### src/rtl/core/gedd_pkg.sv
`timescale 1ns / 1ps

package gedd_pkg;

    // Widths fixed by the pixel format and the register map.
    localparam int PIX_W        = 8;
    localparam int ERR_W        = 8;
    localparam int WIDTH_REG_W  = 11;
    localparam int HEIGHT_REG_W = 16;
    localparam int CFG_IDX_W    = 2;
    localparam int CFG_DATA_W   = 16;

    localparam int DEF_MAX_WIDTH = 1024;

    // Register indexes of the configuration port.
    localparam logic [CFG_IDX_W-1:0] CFG_IMAGE_WIDTH  = 2'd0;
    localparam logic [CFG_IDX_W-1:0] CFG_IMAGE_HEIGHT = 2'd1;

    // Luma weights, scaled by 256.
    localparam logic [7:0] COEF_R = 8'd77;
    localparam logic [7:0] COEF_G = 8'd150;
    localparam logic [7:0] COEF_B = 8'd29;

    // Floyd-Steinberg weights, in sixteenths.
    localparam logic [2:0] SHARE_UL   = 3'd1;
    localparam logic [2:0] SHARE_UP   = 3'd5;
    localparam logic [2:0] SHARE_UR   = 3'd3;
    localparam logic [2:0] SHARE_LEFT = 3'd7;

    localparam logic [PIX_W-1:0] MONO_BLACK = 8'd0;
    localparam logic [PIX_W-1:0] MONO_WHITE = 8'd255;

    // Which neighbors of the current pixel exist, and whether it closes the frame.
    typedef struct packed {
        logic has_up;
        logic has_left;
        logic has_right;
        logic frame_end;
    } pos_t;

    function automatic logic [PIX_W-1:0] gray_of(input logic [PIX_W-1:0] r,
                                                 input logic [PIX_W-1:0] g,
                                                 input logic [PIX_W-1:0] b);
        logic [15:0] sum;
        sum = 16'(r) * 16'(COEF_R) + 16'(g) * 16'(COEF_G) + 16'(b) * 16'(COEF_B);
        return sum[15:8];
    endfunction

    // e*k/16 rounded half away from zero.
    function automatic logic signed [ERR_W-1:0] share_of(input logic signed [ERR_W-1:0] e,
                                                         input logic [2:0] k);
        logic [7:0]  mag;
        logic [10:0] prod;
        logic [7:0]  s;
        mag  = e[7] ? 8'(-e) : 8'(e);
        prod = 11'(mag) * 11'(k) + 11'd8;
        s    = 8'(prod >> 4);
        return e[7] ? (8'd0 - s) : s;
    endfunction

    function automatic logic [PIX_W-1:0] add_clamp(input logic [PIX_W-1:0] v,
                                                   input logic signed [ERR_W-1:0] s);
        logic signed [9:0] r;
        r = $signed({2'b00, v}) + 10'(s);
        if (r[9]) begin
            return 8'd0;
        end else if (r[8]) begin
            return 8'd255;
        end
        return r[7:0];
    endfunction

endpackage

### src/rtl/core/gedd_diffuse.sv
`timescale 1ns / 1ps

module gedd_diffuse (
    input  logic [gedd_pkg::PIX_W-1:0] gray,
    input  gedd_pkg::pos_t             pos,
    input  logic [gedd_pkg::ERR_W-1:0] err_ul,
    input  logic [gedd_pkg::ERR_W-1:0] err_up,
    input  logic [gedd_pkg::ERR_W-1:0] err_ur,
    input  logic [gedd_pkg::ERR_W-1:0] err_left,
    output logic [gedd_pkg::PIX_W-1:0] mono,
    output logic [gedd_pkg::ERR_W-1:0] err
);

    import gedd_pkg::*;

    logic [PIX_W-1:0] v_ul, v_up, v_ur, v_left;

    // Shares are added one at a time, each followed by a clamp to 0..255.
    always_comb begin
        v_ul   = (pos.has_up && pos.has_left)
               ? add_clamp(gray, share_of($signed(err_ul), SHARE_UL)) : gray;
        v_up   = pos.has_up ? add_clamp(v_ul, share_of($signed(err_up), SHARE_UP)) : v_ul;
        v_ur   = (pos.has_up && pos.has_right)
               ? add_clamp(v_up, share_of($signed(err_ur), SHARE_UR)) : v_up;
        v_left = pos.has_left
               ? add_clamp(v_ur, share_of($signed(err_left), SHARE_LEFT)) : v_ur;
        mono   = v_left[7] ? MONO_WHITE : MONO_BLACK;
        err    = v_left - mono;
    end

endmodule

### config.mk
export PLATFORM = sky130hd
export DESIGN_NAME = gedd_diffuse
export DESIGN_NICKNAME = d
export VERILOG_FILES = /design/src/rtl/core/gedd_pkg.sv /design/src/rtl/core/gedd_diffuse.sv
export SDC_FILE = /design/constraint.sdc
export NUM_CORES = 1
export LEC_CHECK = 0
export BUFFER_PORTS_ARGS = -buffer_cell sky130_fd_sc_hd__buf_4
export CAP_MARGIN = 0
export CORE_MARGIN = 4
export CORE_UTILIZATION = 45
export DETAILED_ROUTE_END_ITERATION = 16
export PLACE_DENSITY = 0.67
export SETUP_SLACK_MARGIN = 0.15
export SLEW_MARGIN = 0
export SYNTH_ARGS = -nofsm -noshare
export SYNTH_HDL_FRONTEND = slang
export SYNTH_SLANG_ARGS = --single-unit
### constraint.sdc
create_clock -name vclk -period 15.72
set_clock_uncertainty 0.2 [all_clocks]
set_input_delay 1.572 -clock vclk [all_inputs]
set_output_delay 1.572 -clock vclk [all_outputs]
set_load 0.1 [all_outputs]
==> results.md <==
* Worst Path Arrival at 13050 ps
* N_diodes at 0
* Via count at 4740
* Count leader, synth: ha_1
* Die area at 12700 µm²
* Placer Congestion at 0.917
* Worst path max stage delay at 520 ps
* Setup Viol. Count Final at 0
* Hold Crit Class: input pin to output port
* Max-slew violations at 0
* Period utilization at 0.943
* Synth area leader: ha_1
* Max Clk Rate at 67.5 MHz
* Vias per inst at 5.62
* Slowest stage cell on the critical path: or4_1
* Worst-path maximum fanout at 8
* Status: finished clean
* Routed WL per cell at 13.9 µm
* Slew HR at 0.368
* Top cell type's share of synthesized area at 0.243
* Synth Area per Inst at 7.55 µm²
* CP Launch Type: input pin
* Final count of hold timing violations at 0
* Count of flip-flops and latches at 0
* Synth area leaders: ha_1 (24%), xnor2_1 (11%), fa_1 (6.1%), inv_1 (5.1%), nor2_1 (4.0%)
* Die W at 113 µm
* GRT Residual Overflow at 0
* DRT Pass-1 Iters at 4
* # DRC at 0
* Crit path top cell by count: ha_1
* P&R area growth vs syn at 14.6%
* GRT Util Overall at 0.176
* Synth Cell Area at 4940 µm²
* Initial antenna violation count at 0
* Critical Path Sink Type: output port
* First-pass GRT wire length at 20.0 mm
* Flip-flop and latch area at 0 µm²
* CP Class: input pin to output port
* Layout cells sized above 1 at 0.161
* Ports at 60
* Fin crit period at 14820 ps
* Final antenna-violating net count at 0
* Net Count, Synth at 810
* YS warnings at 0
* Setup TNS at 0 ps
* Starting Density at 0.458
* Core ar. at 10800 µm²
* RSZ-0062 raised after global routing: false
* Post-detail-place hpwl at 10.1 mm
* Number of global-route vias before repair at 4612
* Row count at 38
* Clk_buf instances at 0
* WL final at 11.8 mm
* Largest net degree at the start of global routing at 17
* Initial DRC Count at 230
* Worst slew pin tran at 940 ps
* Register area share after synthesis at 0
* Synthesized instance count at 655
* Fill cells at 1059
* Max-cap viol count at 0
* Final net count at 861
* Required time of the critical path at 13950 ps
* Port Buf Inserts at 59
* Chip height at 113 µm
* Most common library cells after synthesis: ha_1 (96), inv_1 (67), xnor2_1 (61)
* Synth unique cells at 77
per-stage QoR:
stage | hold slack [ps] | util | setup WS, ps | cell area (µm²) | instances
final | 3640 | 0.525 | 901 | 5670 | 844
after global routing | 3690 | 0.525 | 153 | 5670 | 844
after CTS | 3690 | 0.512 | 252 | 5520 | 840
after detailed placement | 3680 | 0.510 | 150 | 5510 | 840
after global placement | 3680 | 0.510 | 393 | 5510 | 840
after floorplan | 3410 | - | 180 | 4970 | 655
cells in the final DEF, fill, tap and decap left out, types with 4 or more instances in the layout:
cell       Yosys  routed
nor2b_1       11      11
a21o_1        10      10
o22ai_1        6       4
nand3_1       12      12
buf_4          8      64
o31ai_1        9       8
a21oi_2        1       6
or3_1         11      11
a211oi_1       7       6
a2bb2oi_1      6       5
xnor2_2        0       4
o21ai_1       12      11
ha_1          96      96
o211a_1        4       4
a21oi_1       37      32
xnor2_1       61      57
o211ai_1      14      14
nor3_1         6       6
xor2_1        16      14
nand2b_1      11      11
inv_1         67      67
o2111ai_1      6       6
o21ai_0       33      32
nand2_1       46      45
fa_1          15      15
o2bb2ai_1     11      10
o21a_1        10      10
nor2_1        53      52
final timing paths:
check                      from     end  slack, ps  depth (start not counted)
worst max-delay path  err_ul[3]  err[7]        900                         58
worst min-delay path    gray[6]  err[7]       3640                          6
layer usage:
metal / global-route usage / wire [µm] / share of wire / up-vias
met5: 0 / 0 / 0 / -
met4: 0.0176 / 139 / 0.012 / 0
met3: 0.0118 / 353 / 0.030 / 11
met2: 0.318 / 5730 / 0.49 / 71
met1: 0.238 / 5540 / 0.47 / 2203
li1: - / - / - / 2455
worst max-delay path: cells and delay by family:
family,cells,cell delay [ps]
xor gates and xnor gates,5,870
AOI/OAI and AO/OA,26,4930
muxes,2,330
buffers and inverters,5,520
and+or+nand+nor,11,2010
adders and majority gates,9,2800
cells by family (layout without fill, tap and decap cells):
group / Yosys count / in the layout / synth area share
xor+xnor: 77 / 77 / 0.136
buf+inv: 85 / 134 / 0.0724
fa+ha+maj: 112 / 112 / 0.306
mux: 7 / 7 / 0.0159
simple gates: 177 / 177 / 0.179
compound gates: 197 / 197 / 0.290
final cells by class:
| class | count | area (µm²) | area share |
|---|---|---|---|
| multi-input combinational | 570 | 4730 | 0.835 |
| tap | 140 | 175 | 0.0309 |
| timing repair buffer | 66 | 507 | 0.0894 |
| inverter | 68 | 255 | 0.0451 |
timing repair:
| item | CTS | global route |
|---|---|---|
| buffers inserted | 0 | 4 |
| hold buffers | 0 | 0 |
| pin swaps | 0 | 4 |
| gates resized for setup | 3 | 24 |
| setup endpoints to repair | 2 | 7 |
Power is not shown: default switching activity piles up to over one toggle a cycle in this logic, so the estimate is an artifact.
