--- config.mk ---
export PLATFORM = sky130hd
export DESIGN_NAME = gedd_raster
export DESIGN_NICKNAME = d
export VERILOG_FILES = /design/src/rtl/core/gedd_pkg.sv /design/src/rtl/core/gedd_raster.sv
export SDC_FILE = /design/constraint.sdc
export NUM_CORES = 1
export LEC_CHECK = 0
export BUFFER_PORTS_ARGS = -buffer_cell sky130_fd_sc_hd__buf_2
export CELL_PAD_IN_SITES_DETAIL_PLACEMENT = 0
export CELL_PAD_IN_SITES_GLOBAL_PLACEMENT = 1
export CORE_MARGIN = 2
export CORE_UTILIZATION = 40
export CTS_BUF_LIST = sky130_fd_sc_hd__clkbuf_16
export DETAILED_ROUTE_END_ITERATION = 10
export PLACE_DENSITY = 0.87
export SYNTH_ARGS = -nofsm -noshare
export SYNTH_HDL_FRONTEND = slang
export SYNTH_SLANG_ARGS = --single-unit
--- constraint.sdc ---
create_clock -name aclk -period 3.35 [get_ports aclk]
set_input_delay 0.67 -clock aclk [delete_from_list [all_inputs] [get_ports aclk]]
set_output_delay 0.67 -clock aclk [all_outputs]
set_load 0.02 [all_outputs]
--- src/rtl/core/gedd_pkg.sv ---
`timescale 1ns / 1ps

package gedd_pkg;

    // Widths fixed by the pixel format and the register map.
    localparam int PIX_W        = 8;
    localparam int ERR_W        = 8;
    localparam int WIDTH_REG_W  = 11;
    localparam int HEIGHT_REG_W = 16;
    localparam int CFG_IDX_W    = 2;
    localparam int CFG_DATA_W   = 16;

    localparam int DEF_MAX_WIDTH = 1024;

    // Register indexes of the configuration port.
    localparam logic [CFG_IDX_W-1:0] CFG_IMAGE_WIDTH  = 2'd0;
    localparam logic [CFG_IDX_W-1:0] CFG_IMAGE_HEIGHT = 2'd1;

    // Luma weights, scaled by 256.
    localparam logic [7:0] COEF_R = 8'd77;
    localparam logic [7:0] COEF_G = 8'd150;
    localparam logic [7:0] COEF_B = 8'd29;

    // Floyd-Steinberg weights, in sixteenths.
    localparam logic [2:0] SHARE_UL   = 3'd1;
    localparam logic [2:0] SHARE_UP   = 3'd5;
    localparam logic [2:0] SHARE_UR   = 3'd3;
    localparam logic [2:0] SHARE_LEFT = 3'd7;

    localparam logic [PIX_W-1:0] MONO_BLACK = 8'd0;
    localparam logic [PIX_W-1:0] MONO_WHITE = 8'd255;

    // Which neighbors of the current pixel exist, and whether it closes the frame.
    typedef struct packed {
        logic has_up;
        logic has_left;
        logic has_right;
        logic frame_end;
    } pos_t;

    function automatic logic [PIX_W-1:0] gray_of(input logic [PIX_W-1:0] r,
                                                 input logic [PIX_W-1:0] g,
                                                 input logic [PIX_W-1:0] b);
        logic [15:0] sum;
        sum = 16'(r) * 16'(COEF_R) + 16'(g) * 16'(COEF_G) + 16'(b) * 16'(COEF_B);
        return sum[15:8];
    endfunction

    // e*k/16 rounded half away from zero.
    function automatic logic signed [ERR_W-1:0] share_of(input logic signed [ERR_W-1:0] e,
                                                         input logic [2:0] k);
        logic [7:0]  mag;
        logic [10:0] prod;
        logic [7:0]  s;
        mag  = e[7] ? 8'(-e) : 8'(e);
        prod = 11'(mag) * 11'(k) + 11'd8;
        s    = 8'(prod >> 4);
        return e[7] ? (8'd0 - s) : s;
    endfunction

    function automatic logic [PIX_W-1:0] add_clamp(input logic [PIX_W-1:0] v,
                                                   input logic signed [ERR_W-1:0] s);
        logic signed [9:0] r;
        r = $signed({2'b00, v}) + 10'(s);
        if (r[9]) begin
            return 8'd0;
        end else if (r[8]) begin
            return 8'd255;
        end
        return r[7:0];
    endfunction

endpackage

--- src/rtl/core/gedd_raster.sv ---
`timescale 1ns / 1ps

module gedd_raster #(
    parameter int MAX_WIDTH = 1024,
    parameter int CW        = 10
) (
    input  logic                             aclk,
    input  logic                             aresetn,
    input  logic                             cfg_valid,
    input  logic [gedd_pkg::CFG_IDX_W-1:0]   cfg_index,
    input  logic [gedd_pkg::CFG_DATA_W-1:0]  cfg_data,
    input  logic                             advance,
    output logic [CW-1:0]                    col,
    output gedd_pkg::pos_t                   pos
);

    import gedd_pkg::*;

    localparam int CMPW = (CW + 1 > WIDTH_REG_W) ? CW + 1 : WIDTH_REG_W;

    logic [WIDTH_REG_W-1:0]  width_reg, width_next;
    logic [HEIGHT_REG_W-1:0] height_reg, height_next;
    logic [CW-1:0]           col_reg, col_next;
    logic [HEIGHT_REG_W-1:0] row_reg, row_next;

    logic [CMPW-1:0]         w_ext;
    logic [CMPW-1:0]         w_eff;
    logic [CMPW-1:0]         col_inc;
    logic [HEIGHT_REG_W:0]   row_inc;
    logic [HEIGHT_REG_W:0]   h_eff;
    logic                    has_right;
    logic                    last_row;

    always_comb begin
        width_next  = width_reg;
        height_next = height_reg;
        if (cfg_valid) begin
            unique case (cfg_index)
                CFG_IMAGE_WIDTH:  width_next  = cfg_data[WIDTH_REG_W-1:0];
                CFG_IMAGE_HEIGHT: height_next = cfg_data[HEIGHT_REG_W-1:0];
                default: ;
            endcase
        end
    end

    always_comb begin
        w_ext = CMPW'(width_reg);
        if (width_reg == '0) begin
            w_eff = CMPW'(1);
        end else if (w_ext > CMPW'(MAX_WIDTH)) begin
            w_eff = CMPW'(MAX_WIDTH);
        end else begin
            w_eff = w_ext;
        end
        h_eff     = (height_reg == '0) ? (HEIGHT_REG_W + 1)'(1) : {1'b0, height_reg};
        col_inc   = CMPW'(col_reg) + CMPW'(1);
        row_inc   = {1'b0, row_reg} + (HEIGHT_REG_W + 1)'(1);
        has_right = col_inc < w_eff;
        last_row  = row_inc >= h_eff;

        col_next = col_reg;
        row_next = row_reg;
        if (advance) begin
            if (has_right) begin
                col_next = col_inc[CW-1:0];
            end else begin
                col_next = '0;
                row_next = last_row ? '0 : row_inc[HEIGHT_REG_W-1:0];
            end
        end
    end

    always_ff @(posedge aclk) begin
        if (!aresetn) begin
            width_reg  <= WIDTH_REG_W'(1);
            height_reg <= HEIGHT_REG_W'(1);
            col_reg    <= '0;
            row_reg    <= '0;
        end else begin
            width_reg  <= width_next;
            height_reg <= height_next;
            col_reg    <= col_next;
            row_reg    <= row_next;
        end
    end

    assign col           = col_reg;
    assign pos.has_up    = row_reg != '0;
    assign pos.has_left  = col_reg != '0;
    assign pos.has_right = has_right;
    assign pos.frame_end = !has_right && last_row;

endmodule

==> impl_metrics.py <==
metrics = {
    "critical_path": {
        "cp_max_fo": 4,
        "endpoint_kind": "output pin",
        "cp_slowest_cell": "dfxtp_2",
        "crit_type": "reg -> out",
        "crit_path_start_kind": "flip-flop",
        "rrSetupSlack_ns": 0.15,
        "r2r_start": "row_reg[0]",
        "worstPathArrival_ns": 2.80,
        "worstPathCellList": "ha_4 -> and4_4 -> and2_4 -> nand3_4 -> xnor2_2 -> ha_1 -> a21o_1 -> a41oi_2 -> a21bo_2 -> a211oi_4 -> nor2_4 -> buf_6",
        "worstPathRequired_ns": 2.68,
        "max_stage_delay_ns": 0.36,
        "crit_start": "row_reg[0]",
    },
    "grt": {
        "antenna_found_initial": 0,
        "first_global_vias": 3180,
        "overflow": 0,
        "grt_pass1_wl_mm": 15.6,
        "track_usage_pct": 19.5,
        "grt_max_degree": 35,
    },
    "detailed_routing": {
        "post_drt_wl_per_cell_um": 15.5,
        "avgViaCountPerCell": 5.58,
        "num_vias": 3297,
        "routed_wl_mm": 9.17,
        "drtIter0Drc": 186,
        "drt_pre_antenna_iters": 4,
        "drc": 0,
        "ant_nets": 0,
    },
    "timing": {
        "period_needed_ns": 3.47,
        "fin_ws_ns": -0.118,
        "hold_viol_final": 0,
        "slew_viol_final": 0,
        "tightestPinTransition_ns": 0.610,
        "period_share_pct": 104,
        "setup_viol": 1,
        "fmax_ghz": 0.288,
        "hold_slack_ns": 0.477,
        "maxSlewHeadroom_pct": 59.2,
        "rsz0062_at_grt": "yes",
        "fin_skew_ns": 0.0101,
    },
    "finish": {
        "fill_cells": 813,
        "area_delta_synth_final_pct": 22.1,
        "antenna_cells": 0,
        "nets": 534,
        "fin_util_pct": 49.9,
        "drive_above_1_share_pct": 27.7,
    },
    "clock_tree": {
        "clk_latency_ns": 0.30,
        "cts_hold_buf": 0,
        "h-tree-depth": 2,
        "cts_root_buf": "clkbuf_16",
        "path_clk_slew_ns": 0.08,
        "cts_tree": "built",
        "clkSinkCount": 53,
        "numCtsBuffers": 5,
        "cts_buffer_depth": 2,
    },
    "logic_synthesis": {
        "synthArstFlopShare_pct": 0,
        "synth-seq-cells": 53,
        "synth_area_mm2": 0.00353,
        "post-synth-top-count-cell": "nand2_1",
        "synthTopCellsByArea": "dfxtp_1, ha_1, nand2_1, nand3_1, a21oi_1",
        "yosys_warnings": 0,
        "synth_nets": 495,
        "yosysTopAreaCell": "dfxtp_1",
        "syn_avg_cell_area_um2": 7.97,
        "synthTopCellsByCount": "nand2_1, dfxtp_1, nand3_1",
        "synthCells": 443,
        "yosysTopAreaCellShare_pct": 30.0,
        "ys.flop_type": "dfxtp_1",
        "yosys.cell_types.count": 52,
        "synth-edff-count": 0,
        "ys_seq_area_share_pct": 30.0,
    },
    "outcome": {
        "failed_checks": "negative setup slack",
        "status": "finished, violations left",
    },
    "floorplanning": {
        "row_count": 34,
        "die_w_um": 98.0,
        "ios": 36,
        "coreArea_mm2": 0.00864,
        "dieArea_mm2": 0.00960,
        "dieHeight_um": 98.0,
        "start_util_pct": 40.9,
    },
    "pwr": {
        "ir_drop_uv": 208,
        "power.density_mw_per_mm2": 386,
        "power.leakage_nw": 1.78,
    },
    "flow_run": {
        "drv_cap": 0,
    },
    "placement": {
        "port_buffers": 35,
        "dp_hpwl_mm": 6.52,
        "place.gp.congestion": 0.888,
    },
    "worst_hold_path": {
        "min-delay-start": "height_reg[2]",
        "min_path_type": "reg -> reg",
    },
}
## final cells by class
type                       instances  area, um2  share of cell area (%)
multi-input combinational        333       2400                    55.8
inverter                          24       90.1                    2.09
sequential                        53       1100                    25.5
timing repair buffer              65        427                    9.90
clock buffer                       5        125                    2.90
clock inverter                     3       28.8                   0.667
tap                              108        135                    3.13
## cell families (layout without fill, tap and decap cells)
logic type | count (synthesis) | count (layout) | synth area share (%)
AOI/OAI and AO/OA | 71 | 71 | 15.1
xor gates and xnor gates | 22 | 22 | 5.46
adders and majority gates | 30 | 30 | 10.6
buffers and inverters | 57 | 97 | 6.77
DFF | 53 | 53 | 30.0
muxes | 10 | 10 | 2.83
and+or+nand+nor | 200 | 200 | 29.2
## what timing repair did
action | in CTS | in global routing
pin swaps | 18 | 15
gates cloned | 0 | 0
buffers inserted | 5 | 5
resized for setup | 30 | 26
endpoints found under the setup margin | 17 | 17
## layout by cell type, fill, tap and decap left out, types with 3 or more instances in the layout
cell type   n
nand2_2     3
xor2_1      9
nand2_1    66
a32oi_1     5
buf_4      27
nand4_1    15
nand3_1    34
nor4_1      6
nand4b_1    5
and3_1      5
nor3_1      5
nor2_4      3
o21ai_1     5
a31oi_1     5
dfxtp_1    37
mux2i_1    10
ha_1       29
dfxtp_2     8
clkbuf_16   5
xnor2_1    11
or3_1       6
o41ai_2     3
dfxtp_4     8
buf_2      34
nand3b_1    4
a21oi_1    29
inv_1      23
nand3_2     3
nor2_1     22
buf_6       3
o211ai_2    6
## final timing paths
kind              cells after the start            end
setup / recovery                     12         pos[0]
hold / removal                        2  height_reg[2]
setup reg to reg                     14     row_reg[7]
hold reg to reg                       2  height_reg[2]
## power by group
group	internal (mW)	switching (mW)	leakage [nW]	total, mW
combinational	0.173	0.271	1.26	0.444
sequential	0.643	0.0191	0.440	0.663
clock	0.288	0.270	0.0763	0.558
total	1.10	0.561	1.78	1.66
## critical path: cells and delay by family (launching register included)
kind	cells	cell delay, ns
flip-flops	1	0.36
buffers and inverters	1	0.13
adder cells (fa/ha/maj)	2	0.36
XOR/XNOR	1	0.17
AND/OR/NAND/NOR	4	0.55
AO/OA/AOI/OAI	4	0.91
## per-stage QoR
step | area, um2 | power [mW] | std cells | setup TNS [ns] | setup slack (ns)
6_report | 4310 | 1.66 | 591 | -0.118 | -0.118
5_1_grt | 4310 | 1.75 | 591 | -0.190 | -0.190
4_1_cts | 4170 | 1.65 | 586 | -0.0865 | -0.0865
3_5_place_dp | 3870 | 1.07 | 573 | -0.467 | -0.0825
3_3_place_gp | 3870 | 1.07 | 573 | 0 | 0.0499
2_1_floorplan | 3570 | 0.970 | 443 | -0.0148 | -0.0148
## per-layer routing
layer | track usage, % | wire, um | up-vias
li1 | - | - | 1654
met1 | 27.5 | 4420 | 1580
met2 | 31.5 | 4340 | 57
met3 | 3.08 | 319 | 6
met4 | 4.38 | 92 | 0
met5 | 0 | 0 | -
(Power assumes the default switching activity.)
